File: src/rtl/idq_pkg.sv
// Package for the indexed deque array: sizes, operation and status codes,
// payload structs and the control word broadcast to the entry cells.
// No dependencies.
package idq_pkg;

  localparam int unsigned CAPACITY = 16;
  localparam int unsigned IDX_W    = $clog2(CAPACITY);
  localparam int unsigned CNT_W    = 5;
  localparam int unsigned DATA_W   = 32;

  localparam logic [3:0] MODE_PUSH_BACK  = 4'd0;
  localparam logic [3:0] MODE_PUSH_FRONT = 4'd1;
  localparam logic [3:0] MODE_POP_BACK   = 4'd2;
  localparam logic [3:0] MODE_POP_FRONT  = 4'd3;
  localparam logic [3:0] MODE_READ_BACK  = 4'd4;
  localparam logic [3:0] MODE_READ_FRONT = 4'd5;
  localparam logic [3:0] MODE_READ_AT    = 4'd6;
  localparam logic [3:0] MODE_WRITE_AT   = 4'd7;
  localparam logic [3:0] MODE_INSERT_AT  = 4'd8;

  localparam logic [1:0] ST_OK    = 2'd0;
  localparam logic [1:0] ST_EMPTY = 2'd1;
  localparam logic [1:0] ST_RANGE = 2'd2;
  localparam logic [1:0] ST_FULL  = 2'd3;

  localparam logic signed [DATA_W-1:0] ERR_VALUE = -32'sd1;

  typedef struct packed {
    logic [3:0]               mode;
    logic [4:0]               position;
    logic signed [DATA_W-1:0] write_value;
  } idq_in_t;

  typedef struct packed {
    logic signed [DATA_W-1:0] read_value;
    logic [1:0]               status;
    logic [CNT_W-1:0]         count;
    logic                     empty_res;
  } idq_out_t;

  typedef enum logic [1:0] {
    CELL_HOLD,
    CELL_LOAD,
    CELL_INSERT,
    CELL_SHIFT_DOWN
  } cell_op_e;

  typedef struct packed {
    cell_op_e                 op;
    logic [CNT_W-1:0]         sel;
    logic signed [DATA_W-1:0] wdata;
  } cell_ctl_t;

endpackage

File: src/rtl/indexed_deque_array.sv
// Top level of the indexed deque array: a row of entry cells, the operation
// decoder, the entry count and the result register.
// Depends on idq_pkg, idq_cell and idq_ctrl.
//
//   channel  direction  handshake               payload
//   in       input      in_valid_i/in_ready_o   in_data_i   (idq_in_t)
//   out      output     out_valid_o/out_ready_i out_data_o  (idq_out_t)
//
// Each operation completes at its accepting edge: the row of cells shifts,
// loads or holds all entries in parallel, and the result lands in the
// output register at that same edge.
// Reset clears the entry count and the output valid; cell contents stay
// undefined until written. A stalled result holds the output register and
// blocks new transactions; taking it frees the input in the same cycle.
module indexed_deque_array (
  input  logic              clk_i,
  input  logic              rst_ni,
  input  logic              in_valid_i,
  output logic              in_ready_o,
  input  idq_pkg::idq_in_t  in_data_i,
  output logic              out_valid_o,
  input  logic              out_ready_i,
  output idq_pkg::idq_out_t out_data_o
);
  import idq_pkg::*;

  logic [CNT_W-1:0]                   count_d, count_q;
  logic [CAPACITY-1:0][DATA_W-1:0]    entries;
  cell_ctl_t                          ctl_dec, ctl_cells;
  idq_out_t                           res, out_q;
  logic                               out_valid_q;
  logic                               accept;

  // Take a new transaction when the result register is free or being drained.
  assign in_ready_o = !out_valid_q || out_ready_i;
  assign accept     = in_valid_i && in_ready_o;

  idq_ctrl u_ctrl (
    .req_i     (in_data_i),
    .count_i   (count_q),
    .entries_i (entries),
    .ctl_o     (ctl_dec),
    .count_d_o (count_d),
    .res_o     (res)
  );

  // Hold every cell unless a transaction is accepted this cycle.
  always_comb begin
    ctl_cells = ctl_dec;
    if (!accept) ctl_cells.op = CELL_HOLD;
  end

  // Row of cells; each cell sees its lower and upper neighbor.
  for (genvar g = 0; g < CAPACITY; g++) begin : g_cell
    logic signed [DATA_W-1:0] left, right;
    if (g == 0) begin : g_first
      assign left = '0;
    end else begin : g_mid_lo
      assign left = entries[g-1];
    end
    if (g == CAPACITY - 1) begin : g_last
      assign right = '0;
    end else begin : g_mid_hi
      assign right = entries[g+1];
    end
    idq_cell u_cell (
      .clk_i   (clk_i),
      .idx_i   (IDX_W'(g)),
      .ctl_i   (ctl_cells),
      .left_i  (left),
      .right_i (right),
      .entry_o (entries[g])
    );
  end

  // Load the next count on every accepted transaction.
  always_ff @(posedge clk_i or negedge rst_ni) begin
    if (!rst_ni) begin
      count_q <= '0;
    end else if (accept) begin
      count_q <= count_d;
    end
  end

  // Result register: load on accept, drop valid once taken.
  always_ff @(posedge clk_i or negedge rst_ni) begin
    if (!rst_ni) begin
      out_valid_q <= 1'b0;
    end else if (accept) begin
      out_valid_q <= 1'b1;
    end else if (out_ready_i) begin
      out_valid_q <= 1'b0;
    end
  end

  always_ff @(posedge clk_i) begin
    if (accept) out_q <= res;
  end

  assign out_valid_o = out_valid_q;
  assign out_data_o  = out_q;

endmodule

File: src/rtl/idq_cell.sv
// One entry cell of the indexed deque array. Holds a single word and takes
// its next value from the broadcast control word or from a neighbor.
// Depends on idq_pkg.
module idq_cell (
  input  logic                              clk_i,
  input  logic [idq_pkg::IDX_W-1:0]         idx_i,
  input  idq_pkg::cell_ctl_t                ctl_i,
  input  logic signed [idq_pkg::DATA_W-1:0] left_i,
  input  logic signed [idq_pkg::DATA_W-1:0] right_i,
  output logic signed [idq_pkg::DATA_W-1:0] entry_o
);
  import idq_pkg::*;

  logic signed [DATA_W-1:0] entry_d, entry_q;
  logic [CNT_W-1:0]         idx_ext;

  assign idx_ext = CNT_W'(idx_i);

  always_comb begin
    entry_d = entry_q;
    case (ctl_i.op)
      CELL_LOAD: begin
        if (idx_ext == ctl_i.sel) entry_d = ctl_i.wdata;
      end
      CELL_INSERT: begin
        if (idx_ext == ctl_i.sel) entry_d = ctl_i.wdata;
        else if (idx_ext > ctl_i.sel) entry_d = left_i;
      end
      CELL_SHIFT_DOWN: entry_d = right_i;
      default: entry_d = entry_q;
    endcase
  end

  always_ff @(posedge clk_i) begin
    entry_q <= entry_d;
  end

  assign entry_o = entry_q;

endmodule

File: src/rtl/idq_ctrl.sv
// Operation decoder of the indexed deque array: checks the request against
// the entry count, picks the cell action and forms the result word.
// Depends on idq_pkg.
module idq_ctrl (
  input  idq_pkg::idq_in_t                                 req_i,
  input  logic [idq_pkg::CNT_W-1:0]                        count_i,
  input  logic [idq_pkg::CAPACITY-1:0][idq_pkg::DATA_W-1:0] entries_i,
  output idq_pkg::cell_ctl_t                               ctl_o,
  output logic [idq_pkg::CNT_W-1:0]                        count_d_o,
  output idq_pkg::idq_out_t                                res_o
);
  import idq_pkg::*;

  logic             full, empty;
  logic [1:0]       status;
  logic             do_read;
  logic [IDX_W-1:0] rd_idx;
  logic [CNT_W-1:0] cnt_inc, cnt_dec, pos;

  assign full    = (count_i >= CNT_W'(CAPACITY));
  assign empty   = (count_i == '0);
  assign cnt_inc = count_i + CNT_W'(1);
  assign cnt_dec = count_i - CNT_W'(1);
  assign pos     = req_i.position;

  always_comb begin
    status      = ST_OK;
    do_read     = 1'b0;
    rd_idx      = '0;
    count_d_o   = count_i;
    ctl_o.op    = CELL_HOLD;
    ctl_o.sel   = '0;
    ctl_o.wdata = req_i.write_value;
    case (req_i.mode)
      MODE_PUSH_BACK, MODE_PUSH_FRONT: begin
        if (full) begin
          status = ST_FULL;
        end else begin
          count_d_o = cnt_inc;
          if (req_i.mode == MODE_PUSH_BACK) begin
            ctl_o.op  = CELL_LOAD;
            ctl_o.sel = count_i;
          end else begin
            ctl_o.op  = CELL_INSERT;
            ctl_o.sel = '0;
          end
        end
      end
      MODE_POP_BACK, MODE_POP_FRONT: begin
        if (empty) begin
          status = ST_EMPTY;
        end else begin
          count_d_o = cnt_dec;
          if (req_i.mode == MODE_POP_FRONT) ctl_o.op = CELL_SHIFT_DOWN;
        end
      end
      MODE_READ_BACK, MODE_READ_FRONT: begin
        if (empty) begin
          status = ST_EMPTY;
        end else begin
          do_read = 1'b1;
          rd_idx  = (req_i.mode == MODE_READ_BACK) ? cnt_dec[IDX_W-1:0] : '0;
        end
      end
      MODE_READ_AT, MODE_WRITE_AT: begin
        if (empty) begin
          status = ST_EMPTY;
        end else if (pos >= count_i) begin
          status = ST_RANGE;
        end else if (req_i.mode == MODE_READ_AT) begin
          do_read = 1'b1;
          rd_idx  = pos[IDX_W-1:0];
        end else begin
          ctl_o.op  = CELL_LOAD;
          ctl_o.sel = pos;
        end
      end
      MODE_INSERT_AT: begin
        if (empty && pos != '0) begin
          status = ST_EMPTY;
        end else if (pos > count_i) begin
          status = ST_RANGE;
        end else if (full) begin
          status = ST_FULL;
        end else begin
          count_d_o = cnt_inc;
          ctl_o.op  = CELL_INSERT;
          ctl_o.sel = pos;
        end
      end
      default: status = ST_OK;
    endcase
  end

  always_comb begin
    if (status != ST_OK) res_o.read_value = ERR_VALUE;
    else if (do_read)    res_o.read_value = entries_i[rd_idx];
    else                 res_o.read_value = '0;
    res_o.status    = status;
    res_o.count     = count_d_o;
    res_o.empty_res = (count_d_o == '0);
  end

endmodule

File: config.mk
export PLATFORM = sky130hd
export DESIGN_NAME = indexed_deque_array
export DESIGN_NICKNAME = d
export VERILOG_FILES = /design/src/rtl/idq_pkg.sv /design/src/rtl/indexed_deque_array.sv /design/src/rtl/idq_cell.sv /design/src/rtl/idq_ctrl.sv
export SDC_FILE = /design/constraint.sdc
export NUM_CORES = 2
export LEC_CHECK = 0
export BUFFER_PORTS_ARGS = -buffer_cell sky130_fd_sc_hd__buf_2
export CAP_MARGIN = 10
export CELL_PAD_IN_SITES_DETAIL_PLACEMENT = 2
export CELL_PAD_IN_SITES_GLOBAL_PLACEMENT = 2
export CORE_MARGIN = 3
export CORE_UTILIZATION = 29
export DETAILED_ROUTE_END_ITERATION = 8
export PLACE_DENSITY = 0.7
export RECOVER_POWER = 50
export SETUP_SLACK_MARGIN = 0.02
export SLEW_MARGIN = 40
export SYNTH_ARGS = -nofsm -noshare
export SYNTH_HDL_FRONTEND = slang
export SYNTH_HIERARCHICAL = 1
export SYNTH_SLANG_ARGS = --single-unit
File: constraint.sdc
create_clock -name clk_i -period 6.4 [get_ports clk_i]
set_clock_uncertainty 0.15 [all_clocks]
set_input_delay 0.64 -clock clk_i [delete_from_list [all_inputs] [get_ports clk_i]]
set_output_delay 0.64 -clock clk_i [all_outputs]
set_load 0.02 [all_outputs]
Yosys cells after proc, flatten, opt, wreduce, memory -nomap -nowiden
Index checks and enable logic that the tools add are counted.
{ "classes": {"n_eq_ne": 58, "n_lt_le_gt_ge": 20, "reduce_logical": 33, "n_addsub": 2, "mux": 105} }
{ "ops": {"columns": ["operator", "count"], "rows": [
  ["32-bit 2-to-1 mux", 50],
  ["32-bit one-hot mux with 3 select lines", 16],
  ["32-bit binary-select mux with 4-bit select", 1],
  ["7-bit 2-to-1 mux", 7],
  ["3-bit by 1-bit inequality test with 1-bit output (second input constant)", 16],
  ["3-bit AND reduction", 16],
  ["4-bit by 5-bit equality test with 1-bit output (first input constant)", 8],
  ["4-bit by 5-bit greater-than comparator with 1-bit output (first input constant)", 8],
  ["2-bit by 1-bit inequality test with 1-bit output (second input constant)", 16],
  ["5-bit one-hot mux with 3 select lines", 2],
  ["3-bit by 5-bit equality test with 1-bit output (first input constant)", 4],
  ["3-bit by 5-bit greater-than comparator with 1-bit output (first input constant)", 4],
  ["4-bit 2-to-1 mux", 5],
  ["5-bit 2-to-1 mux", 4],
  ["4-bit by 3-bit equality test with 1-bit output (second input constant)", 4],
  ["2-bit 2-to-1 mux", 8],
  ["2-bit one-hot mux with 4 select lines", 2],
  ["5-bit zero test", 3],
  ["2-bit by 5-bit equality test with 1-bit output (first input constant)", 2],
  ["1-bit by 5-bit greater-than comparator with 1-bit output (first input constant)", 2],
  ["2-bit by 5-bit greater-than comparator with 1-bit output (first input constant)", 2],
  ["4-bit by 2-bit equality test with 1-bit output (second input constant)", 2],
  ["4-bit one-hot mux with 2 select lines", 1],
  ["2-bit OR reduction", 4],
  ["22 further kinds", 31]
]} }
{ "totals": {"reg_bits": 558, "inputBits": 45, "elab_cells": 240} }

Logic depth before layout (Yosys ltp)
{ "logic_depth": {"ltp_word": 9, "ltp_mapped": 16} }

Modules after synthesis
The synthesis kept the hierarchy.
{ "modules_own_cells": {"columns": ["module", "cells_per_inst", "seq_area_each_um2", "n_inst", "area_each_um2"], "rows": [
  ["idq_cell at g_cell[0].u_cell ...", 241, 960.9, 14, 2331.0],
  ["idq_ctrl", 1156, 0.0, 1, 6007.0],
  ["idq_cell at g_cell[12].u_cell ...", 241, 960.9, 2, 2324.7],
  ["indexed_deque_array", 59, 1351.3, 1, 1485.2]
]} }

Least setup slack after synthesis
Ideal clock, no wire load.
{ "synth_timing": {"kind": "input-to-reg", "start": "input port in_data_i[34] (netlist name)", "end": "register g_cell[12].u_cell.entry_q[0], enable pin", "setup_slack_ns": 0.705, "path_stages": 10, "t_arrival_ns": 5.105, "path_cell_list": "ha_1 a21oi_1 o221ai_1 a2111oi_2 a21oi_1 o21ai_0 and3_2 clkbuf_1 a31oi_1 a31oi_1"} }
{ "synth_lines": {"columns": ["element", "line_no", "rtl"], "rows": [
  ["from (decl)", "indexed_deque_array.sv:20", "input idq_pkg::idq_in_t in_data_i,"],
  ["to (signal assigned)", "idq_cell.sv:35", "entry_q <= entry_d;"],
  ["to (decl)", "idq_cell.sv:14", "logic signed [DATA_W-1:0] entry_d, entry_q;"]
]} }

Worst setup path after layout
{ "layout_timing": {"start": "register count_q[0]", "end": "register out_q, in the netlist out_data_o[10] (data pin)"} }
{ "layout_between": {"elab_chain_len": 7, "elab_cells_between_ends": 26, "classes_between": "1 x add/sub; 3 x order compare; 19 x mux; 3 x reduce/logical"} }
{ "layout_lines": {"columns": ["element", "line_no", "rtl"], "rows": [
  ["from (decl)", "indexed_deque_array.sv:27", "logic [CNT_W-1:0] count_d, count_q;"],
  ["from (signal assigned)", "indexed_deque_array.sv:81", "count_q <= count_d;"],
  ["5-bit by 1-bit subtractor with 5-bit output / 5-bit >= comparator (equally long branches)", "idq_ctrl.sv:23, idq_ctrl.sv:68", null],
  ["4-bit 2-to-1 mux, on equally long branches", "idq_ctrl.sv:62, idq_ctrl.sv:68", null],
  ["4-bit 2-to-1 mux, on equally long branches", "idq_ctrl.sv:58, idq_ctrl.sv:66", null],
  ["4-bit one-hot mux with 2 select lines", "idq_ctrl.sv:34", "case (req_i.mode)"],
  ["32-bit binary-select mux with 4-bit select", "idq_ctrl.sv:97", "else if (do_read) res_o.read_value = entries_i[rd_idx];"],
  ["32-bit 2-to-1 mux (not written as such)", "idq_ctrl.sv:97", null],
  ["32-bit 2-to-1 mux", "idq_ctrl.sv:97", null],
  ["to (signal assigned)", "indexed_deque_array.sv:97", "if (accept) out_q <= res;"],
  ["to (decl)", "indexed_deque_array.sv:30", "idq_out_t res, out_q;"]
]} }
Parallel ways exist; a longest one is shown, timed or not. The select of a mux whose other input is x is not followed.
A chain may end at the register's enable or synchronous reset.

==> results by group <==
Run status
  – Status: complete, but fails checks
  – Violated checks: capacitance limit, slew limit

Logic synthesis
  – Cell taking the most area after synthesis: edfxtp_1
  – Most frequent cell after synthesis: nand3_1
  – Top post-synthesis cells by area: edfxtp_1 (37%), nand4b_1 (10%), o211ai_1 (8.6%)
  – Post-Syn Area per Cell: 8.83 µm²
  – Post-synth ARST share: 1.08%
  – EDFF count, synth: 552
  – Synth warn: 6
  – Synth Instances: 5,071
  – Register area share after synthesis: between 30% and 40%
  – Post-synthesis cell area: 44,800 µm²
  – Ys flop type: edfxtp_1
  – Yosys top cell area share: 37.0%
  – #FFs+latches synth: 558
  – Synth top cells by count: nand3_1 (769), a21oi_1 (569), edfxtp_1 (552)
  – Unique masters post-synth: 69

Worst hold path
  – Hold path start: in_valid_i
  – Hold WC Path Type: input pin to flip-flop

Timing
  – Final hold violation count: 0
  – Rel. slew slack: -67.8%
  – Final setup viols: 0
  – Fmax: 0.169 GHz
  – Fin crit share: a little over 90%
  – Clock period minus worst slack: 5.91 ns
  – RSZ-0062 raised after global routing: false
  – Worst-margin pin slew: 2.52 ns
  – Final worst setup slack: 0.490 ns
  – Fin Setup TNS: 0 ns
  – Final Max Slew Viols: 67
  – Hold slack: 0.107 ns

Floorplan
  – Core Box Area: 153,000 µm²
  – # IOs: between 80 and 90
  – Die width: 399 µm
  – Die Height: ~400 µm
  – Starting Density: 29.3%
  – Die footprint: 159,000 µm²
  – Core Rows: approximately 140

Place
  – Detailed placer's ending HPWL: between 100,000 and 150,000 µm
  – Pre-CTS setup slack: 1.33 ns
  – IO Port Bufs: 86
  – Global placement routability congestion: around 0.83

Clock network
  – CTS Buffer Depth: 3
  – CTS tree: yes
  – CTS clock-pin slew for the worst setup and hold paths: 0.06 ns
  – H-Tree Level Count: 3
  – Clock sinks: approximately 560
  – CTS Root Cell: clkbuf_16
  – Worst skew pair latency: 0.69 ns
  – Clock buffer count from CTS: just under 80
  – Post-CTS Resized: 0

GRT
  – Grt total ovfl: 0
  – Initial antenna violation count: 11
  – Largest net degree at the start of global routing: between 100 and 150
  – Overall Global Routing Usage: 25.6%
  – First-pass GRT wire length: around 310,000 µm
  – Vias in the first global route: 46.8k

Worst setup path
  – Worst Path Arrival: 6.07 ns
  – WP data required: 6.56 ns
  – Type of the worst setup path: flip-flop to flip-flop
  – Worst-path fanout max: 50
  – FF-to-FF Start: count_q[0]
  – CP startpoint kind: flip-flop
  – CP Capture Type: flip-flop
  – CP Launch Point: count_q[0]

Power
  – Lkg Pwr: 15.8 nW
  – Reg power frac: 36.2%
  – Combinational share of power: 27.1%
  – Worst vdd ir: 0.000180 V
  – P_int: between 0.007 and 0.008 W
  – Clock share of power: 36.6%
  – Switching Share: ~37%
  – Switching pwr: 0.00450 W
  – PwrDens: 249 nW/µm²

Final layout
  – FF/Latch Area: 16,700 µm²
  – Final net count: 5,056
  – Fin util: 32.2%
  – Fraction of layout cells with a size suffix above 1: 7.88%
  – Area Overhead vs Synth: 9.70%
  – Filler cells: 17.0k
  – Multi-input gate area: between 20,000 and 25,000 µm²

Routing
  – Post-DRT Antenna Nets: 0
  – Vias/cell: 6.28
  – DR iter-0 viols: 3,942
  – Routed len/inst: ~30 µm
  – Final wirelength: 210,000 µm
  – Drt drc: 0
  – Drt pass-1 iters: 6
  – Vias: 44.1k

Run
  – Max-Cap Viols: 2
-- cells by family (layout without fill, tap and decap cells) --
kind of cell	count (synthesis)	after routing	synth area share, %
xor+xnor	1	1	0.0196
buf+inv	699	500	8.72
other cells	2	129	0.0168
simple gates	2411	2411	32.8
compound gates	1320	1320	18.8
flops	558	558	37.4
fa+ha+maj	72	72	2.01
mux	8	8	0.235
-- flip-flops by register name, indices dropped and copies added (netlist names) --
signal	cells
count_q	5
g_cell.u_cell/entry_o	512
out_data_o	40
out_valid_o	1
-- worst paths after layout --
path	endpoint	cells past startpoint	slack, ns
worst min register to register	g_cell[14].u_cell/entry_o[21]	2	0.42
worst max register to register	out_data_o[10]	8	0.49
max in group asynchronous	count_q[3]	2	5.60
worst max-delay path	out_data_o[10]	8	0.49
worst min-delay path	out_valid_o	2	0.11
min in group asynchronous	count_q[2]	2	0.23
-- final cells by class --
class / count / area share (%)
Antenna cell: 1 / 0.00509
Clock buffer: 96 / 4.28
Clock inverter: 43 / 0.741
Inverter: 90 / 0.688
Multi-Input combinational cell: 3940 / 50.8
Sequential cell: 558 / 34.1
Tap cell: 2030 / 5.17
Timing Repair Buffer: 271 / 4.26
-- stage by stage --
stage	power, W	cell area [µm²]	instances
floorplan	0.00656	45200	5197
global placement	0.00766	46600	6883
detailed placement	0.00777	46700	6886
CTS	0.0123	49200	7026
global route	0.0127	49100	7028
finish	0.0122	49100	7029
-- critical path: stages (launching register included) --
cell      delay [ns]
dfrtp_1         0.57
inv_1           0.09
ha_1            0.29
or4b_1          1.69
nand2_4         1.01
clkbuf_4        0.71
a211oi_1        0.37
a311o_1         0.25
nand4_1         0.30
-- power by group through the flow --
stage | Clock (W) | Sequential, W | Combinational [W]
CTS | 0.00457 | 0.00444 | 0.00328
global placement | 0 | 0.00451 | 0.00314
detailed placement | 0 | 0.00451 | 0.00326
floorplan | 0 | 0.00450 | 0.00206
global route | 0.00469 | 0.00445 | 0.00356
finish | 0.00448 | 0.00444 | 0.00332
-- layer usage --
layer,share of wire [%],vias up,GRT usage [%]
met1,43,23300,33.7
met2,48,1451,43.1
met4,3.6,0,9.50
met5,0,-,0
li1,-,19000,-
met3,5.0,339,2.97
-- what timing repair did --
action,4_1_cts,5_1_grt
hold endpoints to repair,6,0
hold buffers,1,0
buffers inserted,0,0
-- placed cells by master (no fill, tap or decap), types with 5 or more instances in the layout --
master	Yosys	layout
a31oi_4	0	17
buf_12	0	21
nand2_1	335	336
nor2b_1	516	500
ha_1	72	72
nand2b_1	22	23
and4b_1	16	16
buf_2	193	41
conb_1	2	128
a22o_1	6	5
and3_1	31	31
or2_2	8	8
a31oi_1	35	18
bufinv_16	0	6
nor3_1	39	38
o21ai_0	64	65
buf_4	165	153
and2_1	17	16
o311ai_1	16	16
and2b_1	46	46
nand4_1	35	35
a311o_1	30	30
o211ai_1	514	514
inv_1	90	86
a211oi_1	62	62
nand4b_1	529	529
nand3_1	769	769
clkinv_1	0	19
clkbuf_1	184	60
clkbuf_16	0	82
nor2b_2	0	14
edfxtp_1	552	552
nor2_1	12	10
a21oi_1	569	569
clkinv_2	0	14
nor4_1	5	5
or2_1	12	12
dfrtp_1	6	6
(Power assumes the default switching activity.)
